<file path="config.mk">
export PLATFORM = sky130hd
export DESIGN_NAME = tai_cal_civil
export DESIGN_NICKNAME = d
export VERILOG_FILES = /design/src/tai_cal_pkg.sv /design/src/tai_cal_civil.sv
export SDC_FILE = /design/constraint.sdc
export NUM_CORES = 2
export LEC_CHECK = 0
export ABC_AREA = 1
export BUFFER_PORTS_ARGS = -buffer_cell sky130_fd_sc_hd__buf_4
export CORE_AREA = 2 2 337 339
export DETAILED_ROUTE_END_ITERATION = 10
export DIE_AREA = 0 0 339 341
export SYNTH_ARGS = -nofsm -noshare
export SYNTH_HDL_FRONTEND = slang
export SYNTH_SLANG_ARGS = --single-unit
</file>
<file path="constraint.sdc">
create_clock -name clk -period 7.9 [get_ports clk]
set_input_delay 1.185 -clock clk [delete_from_list [all_inputs] [get_ports clk]]
set_output_delay 1.185 -clock clk [all_outputs]
set_load 0.02 [all_outputs]
</file>
<file path="src/tai_cal_pkg.sv">
// Shared types and constants for the TAI93 to UTC calendar converter.
// No dependencies; imported by tai_cal_civil and tai_seconds_to_utc_calendar.
package tai_cal_pkg;

    localparam logic OP_CONVERT = 1'b0;
    localparam logic OP_LOAD    = 1'b1;

    typedef struct packed {
        logic               opcode;
        logic [3:0]         entry_index;
        logic signed [35:0] whole_seconds;
        logic [19:0]        fraction_us;
    } in_item_t;

    typedef struct packed {
        logic [11:0] year;
        logic [3:0]  month;
        logic [4:0]  day;
        logic [4:0]  hour;
        logic [5:0]  minute;
        logic [5:0]  second;
        logic [9:0]  millis;
        logic        leap_strike;
        logic        negative_time;
    } out_item_t;

    // time-of-day fields riding along with the date pipeline
    typedef struct packed {
        logic        negative_time;
        logic        leap_strike;
        logic [4:0]  hour;
        logic [5:0]  minute;
        logic [5:0]  second;
        logic [9:0]  millis;
    } side_t;

    localparam logic [35:0] UNIX_OFFSET   = 36'd725846400;
    localparam logic [36:0] SEC_PER_DAY   = 37'd86400;
    localparam logic [16:0] SEC_PER_MIN   = 17'd60;
    localparam logic [10:0] MIN_PER_HOUR  = 11'd60;
    localparam logic [19:0] FRAC_MAX      = 20'd999999;
    localparam logic [19:0] FRAC_ROUND    = 20'd500;
    localparam logic [5:0]  INSERTED_SEC  = 6'd60;
    localparam logic [20:0] CIVIL_SHIFT   = 21'd719468;
    localparam logic [20:0] DAYS_PER_ERA  = 21'd146097;
    localparam logic [17:0] ERA_LAST_DAY  = 18'd146096;
    localparam logic [12:0] YEARS_PER_ERA = 13'd400;

    // Reciprocal multipliers: floor(x/D) == (x*M) >> K for x < 2**N,
    // with K = N + clog2(D) and M = ceil(2**K / D).
    localparam int MS_K   = 30;  // x < 2**20, D = 1000
    localparam int DAY_K  = 39;  // x < 2**29, D = 675 (86400 >> 7)
    localparam int MIN_K  = 23;  // x < 2**17, D = 60
    localparam int HR_K   = 17;  // x < 2**11, D = 60
    localparam int ERA_K  = 39;  // x < 2**21, D = 146097
    localparam int C4_K   = 29;  // x < 2**18, D = 1460
    localparam int C100_K = 34;  // x < 2**18, D = 36524
    localparam int Y_K    = 27;  // x < 2**18, D = 365
    localparam int H_K    = 16;  // x < 2**9,  D = 100
    localparam int MP_K   = 19;  // x < 2**11, D = 153
    localparam int D5_K   = 14;  // x < 2**11, D = 5

    localparam logic [31:0] MS_M   = 32'(((64'd1 << MS_K)   + 64'd999)    / 64'd1000);
    localparam logic [31:0] DAY_M  = 32'(((64'd1 << DAY_K)  + 64'd674)    / 64'd675);
    localparam logic [31:0] MIN_M  = 32'(((64'd1 << MIN_K)  + 64'd59)     / 64'd60);
    localparam logic [31:0] HR_M   = 32'(((64'd1 << HR_K)   + 64'd59)     / 64'd60);
    localparam logic [31:0] ERA_M  = 32'(((64'd1 << ERA_K)  + 64'd146096) / 64'd146097);
    localparam logic [31:0] C4_M   = 32'(((64'd1 << C4_K)   + 64'd1459)   / 64'd1460);
    localparam logic [31:0] C100_M = 32'(((64'd1 << C100_K) + 64'd36523)  / 64'd36524);
    localparam logic [31:0] Y_M    = 32'(((64'd1 << Y_K)    + 64'd364)    / 64'd365);
    localparam logic [31:0] H_M    = 32'(((64'd1 << H_K)    + 64'd99)     / 64'd100);
    localparam logic [31:0] MP_M   = 32'(((64'd1 << MP_K)   + 64'd152)    / 64'd153);
    localparam logic [31:0] D5_M   = 32'(((64'd1 << D5_K)   + 64'd4)      / 64'd5);

endpackage

</file>
<file path="src/tai_cal_civil.sv">
// Day count to proleptic Gregorian date, eight register stages.
// Depends on tai_cal_pkg; also aligns and finishes the time-of-day fields.
module tai_cal_civil (
    input  logic                  clk,
    input  logic                  rst_n,
    input  logic                  in_valid,
    input  logic [19:0]           days,
    input  tai_cal_pkg::side_t    side,
    output logic                  out_valid,
    output tai_cal_pkg::out_item_t out_item
);
    import tai_cal_pkg::*;

    logic [7:0]  valid_reg;
    side_t       side_reg [7];
    logic [3:0]  era_reg [7];

    logic [20:0] c1_z_reg;
    logic [17:0] c2_doe_reg, c3_doe_reg, c4_doe_reg, c5_doe_reg;
    logic [6:0]  c3_q4_reg;
    logic [2:0]  c3_q100_reg;
    logic        c3_q400_reg;
    logic [8:0]  c4_yoe_reg, c5_yoe_reg, c6_yoe_reg, c7_yoe_reg;
    logic [1:0]  c5_h_reg;
    logic [8:0]  c6_doy_reg, c7_doy_reg;
    logic [3:0]  c7_mp_reg;
    out_item_t   out_reg;

    // stage combinational values
    logic [20:0] z_next;
    logic [52:0] era_prod;
    logic [17:0] doe_next;
    logic [49:0] q4_prod, q100_prod, yoe_prod;
    logic [17:0] t_yoe;
    logic [40:0] h_prod;
    logic [17:0] yday_base;
    logic [10:0] mp_x;
    logic [42:0] mp_prod;
    logic [10:0] d5_x;
    logic [42:0] d5_prod;
    logic [8:0]  d5_q;
    logic [3:0]  month_next;
    logic [12:0] year_full;
    out_item_t   out_next;

    always_comb
    begin
        z_next    = 21'(days) + CIVIL_SHIFT;
        era_prod  = 53'(z_next) * 53'(ERA_M);
        doe_next  = 18'(c1_z_reg - 21'(era_reg[0]) * DAYS_PER_ERA);
        q4_prod   = 50'(c2_doe_reg) * 50'(C4_M);
        q100_prod = 50'(c2_doe_reg) * 50'(C100_M);
        t_yoe     = c3_doe_reg - 18'(c3_q4_reg) + 18'(c3_q100_reg) - 18'(c3_q400_reg);
        yoe_prod  = 50'(t_yoe) * 50'(Y_M);
        h_prod    = 41'(c4_yoe_reg) * 41'(H_M);
        yday_base = 18'(c5_yoe_reg) * 18'd365 + 18'(c5_yoe_reg[8:2]) - 18'(c5_h_reg);
        mp_x      = 11'(c6_doy_reg) * 11'd5 + 11'd2;
        mp_prod   = 43'(mp_x) * 43'(MP_M);
        d5_x      = 11'(c7_mp_reg) * 11'd153 + 11'd2;
        d5_prod   = 43'(d5_x) * 43'(D5_M);
        d5_q      = d5_prod[D5_K +: 9];
        month_next = (c7_mp_reg < 4'd10) ? c7_mp_reg + 4'd3 : c7_mp_reg - 4'd9;
        year_full = 13'(c7_yoe_reg) + 13'(era_reg[6]) * YEARS_PER_ERA
                  + 13'(month_next <= 4'd2);

        out_next = '0;
        if (side_reg[6].negative_time)
        begin
            out_next.negative_time = 1'b1;
        end
        else
        begin
            out_next.year        = year_full[11:0];
            out_next.month       = month_next;
            out_next.day         = 5'(c7_doy_reg - d5_q + 9'd1);
            out_next.hour        = side_reg[6].hour;
            out_next.minute      = side_reg[6].minute;
            out_next.second      = side_reg[6].second;
            out_next.millis      = side_reg[6].millis;
            out_next.leap_strike = side_reg[6].leap_strike;
        end
    end

    always_ff @(posedge clk or negedge rst_n)
    begin
        if (!rst_n)
        begin
            valid_reg <= '0;
        end
        else
        begin
            valid_reg <= {valid_reg[6:0], in_valid};
        end
    end

    always_ff @(posedge clk)
    begin
        side_reg[0] <= side;
        era_reg[0]  <= era_prod[ERA_K +: 4];
        for (int s = 1; s < 7; s++)
        begin
            side_reg[s] <= side_reg[s-1];
            era_reg[s]  <= era_reg[s-1];
        end
        c1_z_reg    <= z_next;
        c2_doe_reg  <= doe_next;
        c3_doe_reg  <= c2_doe_reg;
        c3_q4_reg   <= q4_prod[C4_K +: 7];
        c3_q100_reg <= q100_prod[C100_K +: 3];
        c3_q400_reg <= (c2_doe_reg == ERA_LAST_DAY);
        c4_doe_reg  <= c3_doe_reg;
        c4_yoe_reg  <= yoe_prod[Y_K +: 9];
        c5_doe_reg  <= c4_doe_reg;
        c5_yoe_reg  <= c4_yoe_reg;
        c5_h_reg    <= h_prod[H_K +: 2];
        c6_yoe_reg  <= c5_yoe_reg;
        c6_doy_reg  <= 9'(c5_doe_reg - yday_base);
        c7_yoe_reg  <= c6_yoe_reg;
        c7_doy_reg  <= c6_doy_reg;
        c7_mp_reg   <= mp_prod[MP_K +: 4];
        out_reg     <= out_next;
    end

    assign out_valid = valid_reg[7];
    assign out_item  = out_reg;

endmodule

</file>
# ---- After elaboration in Yosys (flattened, before gate mapping)
# Memory sizes are Yosys's and may differ from the RTL's.
# Cells that the tools add are included.
dict set report classes {
  addsub 16
  n_mul 12
  magnitude_cmp 2
  n_eq_ne 1
  mux 2
}
# operator count
set ops {}
lappend ops {{18-bit by 16-bit multiplier with 33-bit output, second input constant} 2}
lappend ops {{21-bit by 22-bit multiplier with 43-bit output, second input constant} 1}
lappend ops {{18-bit by 19-bit multiplier with 37-bit output, second input constant} 1}
lappend ops {{11-bit by 12-bit multiplier with 23-bit output, second input constant} 1}
lappend ops {{11-bit by 2-bit adder with 11-bit output, second input constant} 2}
lappend ops {{20-bit by 20-bit adder with 21-bit output, second input constant} 1}
lappend ops {{11-bit by 12-bit multiplier with 19-bit output, second input constant} 1}
lappend ops {{18-bit by 3-bit adder with 18-bit output} 1}
lappend ops {{18-bit equality test, second input constant} 1}
lappend ops {{4-bit by 18-bit multiplier with 18-bit output, second input constant} 1}
lappend ops {{18-bit by 1-bit subtractor with 18-bit output} 1}
lappend ops {{18-bit subtractor} 1}
lappend ops {{18-bit by 7-bit subtractor with 18-bit output} 1}
lappend ops {{9-bit by 6-bit multiplier with 14-bit output, second input constant} 1}
lappend ops {{12-bit by 1-bit adder with 12-bit output} 1}
lappend ops {{9-bit by 12-bit adder with 12-bit output} 1}
lappend ops {{4-bit by 8-bit multiplier with 11-bit output, second input constant} 1}
lappend ops {{9-bit by 3-bit multiplier with 11-bit output, second input constant} 1}
lappend ops {{9-bit by 7-bit adder with 9-bit output} 1}
lappend ops {{9-bit by 9-bit multiplier with 9-bit output, second input constant} 1}
lappend ops {{9-bit by 2-bit subtractor with 9-bit output} 1}
lappend ops {{9-bit subtractor} 1}
lappend ops {{4-bit by 5-bit multiplier with 8-bit output, second input constant} 1}
lappend ops {{5-bit by 1-bit adder with 5-bit output, second input constant} 1}
lappend ops {{7 further kinds} 7}
dict set report totals {
  reg_bits 197
  ram_bits 231
  in_bits 52
  elab_cells 61
  n_memories 2
}
# name depth width rd rd_ports_with_merged_regs wr line
set memory_table {}
lappend memory_table {side_reg 7 29 7 0 7 tai_cal_civil.sv:15} ;# side_t side_reg [7];
lappend memory_table {era_reg 7 4 7 0 7 tai_cal_civil.sv:16} ;# logic [3:0] era_reg [7];

# ---- Longest topological paths before layout
dict set report logic_depth {
  ltp_word 5
  depth_mapped 42
  depth_no_buf 42
}

# ---- Worst setup path before layout
# No wires, ideal clock.
dict set report synth_timing {
  path_kind {input to register}
  start {input port days[2]}
  end {memory era_reg[0][1]}
  setup_time_ns 0.114
  t_arrival_ns 7.165
  t_required_ns 7.786
  path_slack_ns 0.621
  path_stages 32
  path_buffers 0
  path_cell_list {inv_1 > ha_1 > inv_1 > nand2_1 > a21oi_2 > a21oi_2 > nor2_2 > or2_2 > xor2_1 > inv_1 > ha_1 > ha_1 > inv_1 > fa_1 > inv_1 > fa_1 > inv_1 > fa_1 > inv_1 > fa_1 > inv_1 > fa_1 > inv_1 > ha_1 > a21o_1 > a21oi_1 > a21boi_0 > nand2_1 > nand2_1 > nand3_1 > nand2_1 > nand2_1}
}
# item line
set synth_rtl {}
lappend synth_rtl {{start, declared} tai_cal_civil.sv:7} ;# input logic [19:0] days,
lappend synth_rtl {{end, declared} tai_cal_civil.sv:16}

# ---- Final worst setup path
dict set report layout_timing {
  start {register c3_doe_reg[0]}
  end {register c4_yoe_reg[7]}
}
dict set report layout_between {
  elab_chain_cells 4
}
# item line
set layout_lines {}
lappend layout_lines {{start, declared} tai_cal_civil.sv:19} ;# logic [17:0] c2_doe_reg, c3_doe_reg, c4_doe_reg, c5_doe_reg;
lappend layout_lines {{start signal, assigned} tai_cal_civil.sv:107} ;# c3_doe_reg <= c2_doe_reg;
lappend layout_lines {{18-bit by 7-bit subtractor with 18-bit output} tai_cal_civil.sv:53} ;# t_yoe = c3_doe_reg - 18'(c3_q4_reg) + 18'(c3_q100_reg) - 18'(c3_q400_reg);
lappend layout_lines {{18-bit by 3-bit adder with 18-bit output} tai_cal_civil.sv:53}
lappend layout_lines {{18-bit by 1-bit subtractor with 18-bit output} tai_cal_civil.sv:53}
lappend layout_lines {{18-bit by 16-bit multiplier with 33-bit output} tai_cal_civil.sv:54} ;# yoe_prod = 50'(t_yoe) * 50'(Y_M);
lappend layout_lines {{named net yoe_prod[34]} tai_cal_civil.sv:33} ;# logic [49:0] q4_prod, q100_prod, yoe_prod;
lappend layout_lines {{end signal, assigned} tai_cal_civil.sv:112} ;# c4_yoe_reg <= yoe_prod[Y_K +: 9];
lappend layout_lines {{end, declared} tai_cal_civil.sv:23} ;# logic [8:0] c4_yoe_reg, c5_yoe_reg, c6_yoe_reg, c7_yoe_reg;
# The timed path passes the listed nets, and every way through them passes these cells.
# A chain may end at the register's enable or synchronous reset.

==> qor.yml <==
timing:
  slew-limit-headroom_pct: 36.7
  hold_violations: 0
  post-route-min-period_ns: 7.37
  min_period_over_period_pct: 93.3
  rsz0062_at_grt: "no"
  clock_skew_ns: 0.0481
  tightest_slew_ns: 0.949
  finalSetupViolCount: 0
  timing.fmax_mhz: 136
  fin_tns_setup_ns: 0
  slew_viol_final: 0
grt:
  antenna_found_initial: 1
  grt_max_degree: 45
  grt_pass1_vias: 32284
  grt_pass1_wl_um: 172000
  grt_overflow_total: 0
  grt_util_all_layers_pct: 19.0
critical_path:
  r2r_end: "c4_yoe_reg[7]"
  cp_slowest_cell: "fa_1"
  cp.arrival_ns: 7.89
  start_kind: "flip-flop"
  crit_type: "flip-flop to flip-flop"
  cp-end-kind: "flip-flop"
  slowest_delay_ns: 0.64
  path_common_cell: "fa_1"
  r2r_slack_ns: 0.53
  cp_max_fo: 9
  r2r-start: "c3_doe_reg[0]"
  r2r_cells: 29
  required_ns: 8.42
worst_hold_path:
  min_path_cells: 0
  min_from: "c6_yoe_reg[3]"
  whs_endpoint: "c7_yoe_reg[3]"
  hp-class: "flip-flop to flip-flop"
placed_design:
  hpwl_um: 94000
  gp_congestion: 0.947
  io_buffers: 102
floorplanning:
  die_height_um: 341
  rows: 123
  initial_core_util_pct: 39.7
  dieArea_mm2: 0.116
  die_w_um: 339
  core_mm2: 0.112
  pin_count: 103
detailed_routing:
  postRouteAntennaNets: 0
  via_per_inst: 4.67
  met1Wirelength_um: 47500
  route.met3.wl_um: 4580
  drc_errors: 0
  routed_wl_um: 107000
  wl_per_cell_um: 16.6
  routed-wl-met2_um: 50700
  dr.first_iter.drc_count: 1576
  drtPass1Iterations: 5
  highest_layer: "met4"
  vias: 30123
cells_and_area:
  largest_reg_flops: 203
  nNetsFinal: 6482
  syn_to_final_growth_pct: 10.9
  drive_gt1_share_pct: 5.78
  fill_cells: 10934
clocking:
  clk_pin_slew_ns: 0.06
  h-tree-depth: 2
  cts_sinks: 428
  cts_tree: "yes"
  clockBufferDepth: 3
  cts_inserted_buffers: 47
  clock_latency_ns: 0.62
  cts-root-buf: "clkbuf_16"
synthesis:
  synth_top_cell_area_share_pct: 27.1
  avgSynthCellArea_um2: 9.43
  syn_area_mm2: 0.0444
  yosys.area.top_type: "fa_1"
  yosysUniqueCellTypes: 49
  synthTopCellsByArea: "fa_1, ha_1, dfxtp_1"
  syn-num-nets: 6283
  yosysSeqAreaShare_pct: 19.4
  synth-seq-cells: 428
  ys_warn_count: 0
  postSynthCellCount: 4706
outcome:
  status: "finished clean"
flow_run:
  max-cap-violations: 0
==> cells in the mapped netlist, drive strengths merged <==
cell type / number
nor2: 224
nand4: 38
inv: 1235
o31ai: 4
a31oi: 13
and3: 1
a21o: 24
o211a: 1
dfrtp: 8
fa: 601
nor3b: 1
xnor2: 53
o21a: 8
o21bai: 22
nor4: 14
o21ai: 94
o2111ai: 2
a31o: 1
o22ai: 1
a22o: 1
a211oi: 4
clkbuf: 5
nand2: 545
and2: 2
a21boi: 8
nand3: 116
a21oi: 198
dfxtp: 420
o211ai: 9
nand3b: 6
xor2: 75
or2: 9
nor3: 39
ha: 924
==> worst max-delay path by stage <==
stage	from	end	slack [ns]	cells after the start
2_1_floorplan	days[2]	era_reg[0][1]	0.62	32
3_3_place_gp	c3_doe_reg[0]	c4_yoe_reg[3]	0.27	35
3_5_place_dp	c3_doe_reg[0]	c4_yoe_reg[3]	0.23	35
4_1_cts	c3_doe_reg[0]	c4_yoe_reg[3]	0.19	35
5_1_grt	c3_doe_reg[0]	c4_yoe_reg[8]	0.04	38
6_report	c3_doe_reg[0]	c4_yoe_reg[7]	0.53	29
==> cells by family (layout without fill, tap and decap cells) <==
family,Yosys count,count (layout),synth area share [%]
other cells,0,1,0
xor+xnor,128,128,2.58
simple gates,995,995,9.37
buf+inv,1240,1478,10.5
fa+ha+maj,1525,1525,53.2
flops,428,428,19.4
compound gates,390,390,5.02
==> stage by stage <==
stage / cells / instance area [um2] / hold WS [ns] / util [%] / setup WS, ns
floorplan: 4706 / 44400 / 0.310 / - / 0.621
global placement: 6352 / 47400 / 0.310 / 42.3 / 0.270
detailed placement: 6352 / 47400 / 0.312 / 42.3 / 0.234
CTS: 6440 / 49100 / 0.307 / 43.9 / 0.186
global route: 6444 / 49200 / 0.310 / 44.0 / 0.0433
finish: 6445 / 49200 / 0.309 / 44.0 / 0.526
==> routing by layer <==
layer,up-vias,track usage (%)
met4,0,6.61
met2,567,32.7
met3,148,2.47
met1,14478,24.4
li1,14930,-
met5,-,0
==> repair_timing <==
item | CTS | global route
setup buffers | 0 | 4
setup endpoints to repair | 0 | 10
gates resized for setup | 0 | 10
hold buffers | 0 | 0
==> critical path: cells and delay by family (launching register included) <==
family | cells | cell delay, ns
AOI/OAI and AO/OA | 4 | 0.73
DFF | 1 | 0.33
buffers and inverters | 5 | 0.65
adders and majority gates | 10 | 4.35
xor gates and xnor gates | 1 | 0.43
and+or+nand+nor | 9 | 0.76
==> placed cells by master (no fill, tap or decap), drive strengths merged, types with 2 or more instances in the layout <==
cell type	count
nand2	545
and2	2
bufinv	9
clkbuf	56
buf	155
xnor2	53
o21ai	94
nand3	116
nand4	38
o21bai	22
or2	9
xor2	75
ha	924
fa	601
a21boi	8
inv	1243
o211ai	9
o31ai	4
a21o	24
clkinvlp	2
a21oi	198
dfrtp	8
a31oi	13
nor2	224
nand3b	6
nor4	14
clkinv	13
a211oi	4
nor3	39
o2111ai	2
o21a	8
dfxtp	420
==> final cells by class <==
class / count / area, um2 / area share [%]
Inverter: 1235 / 4640 / 9.43
Antenna cell: 1 / 2.50 / 0.00509
Clock buffer: 56 / 1270 / 2.58
Timing Repair Buffer: 155 / 1160 / 2.36
Tap cell: 1500 / 1880 / 3.81
Sequential cell: 428 / 8620 / 17.5
Multi-Input combinational cell: 3038 / 31100 / 63.3
Clock inverter: 32 / 499 / 1.01
Power is left out: the tool's default activity adds up to more than one toggle a clock period on the data nets, which glitch-free logic cannot reach.
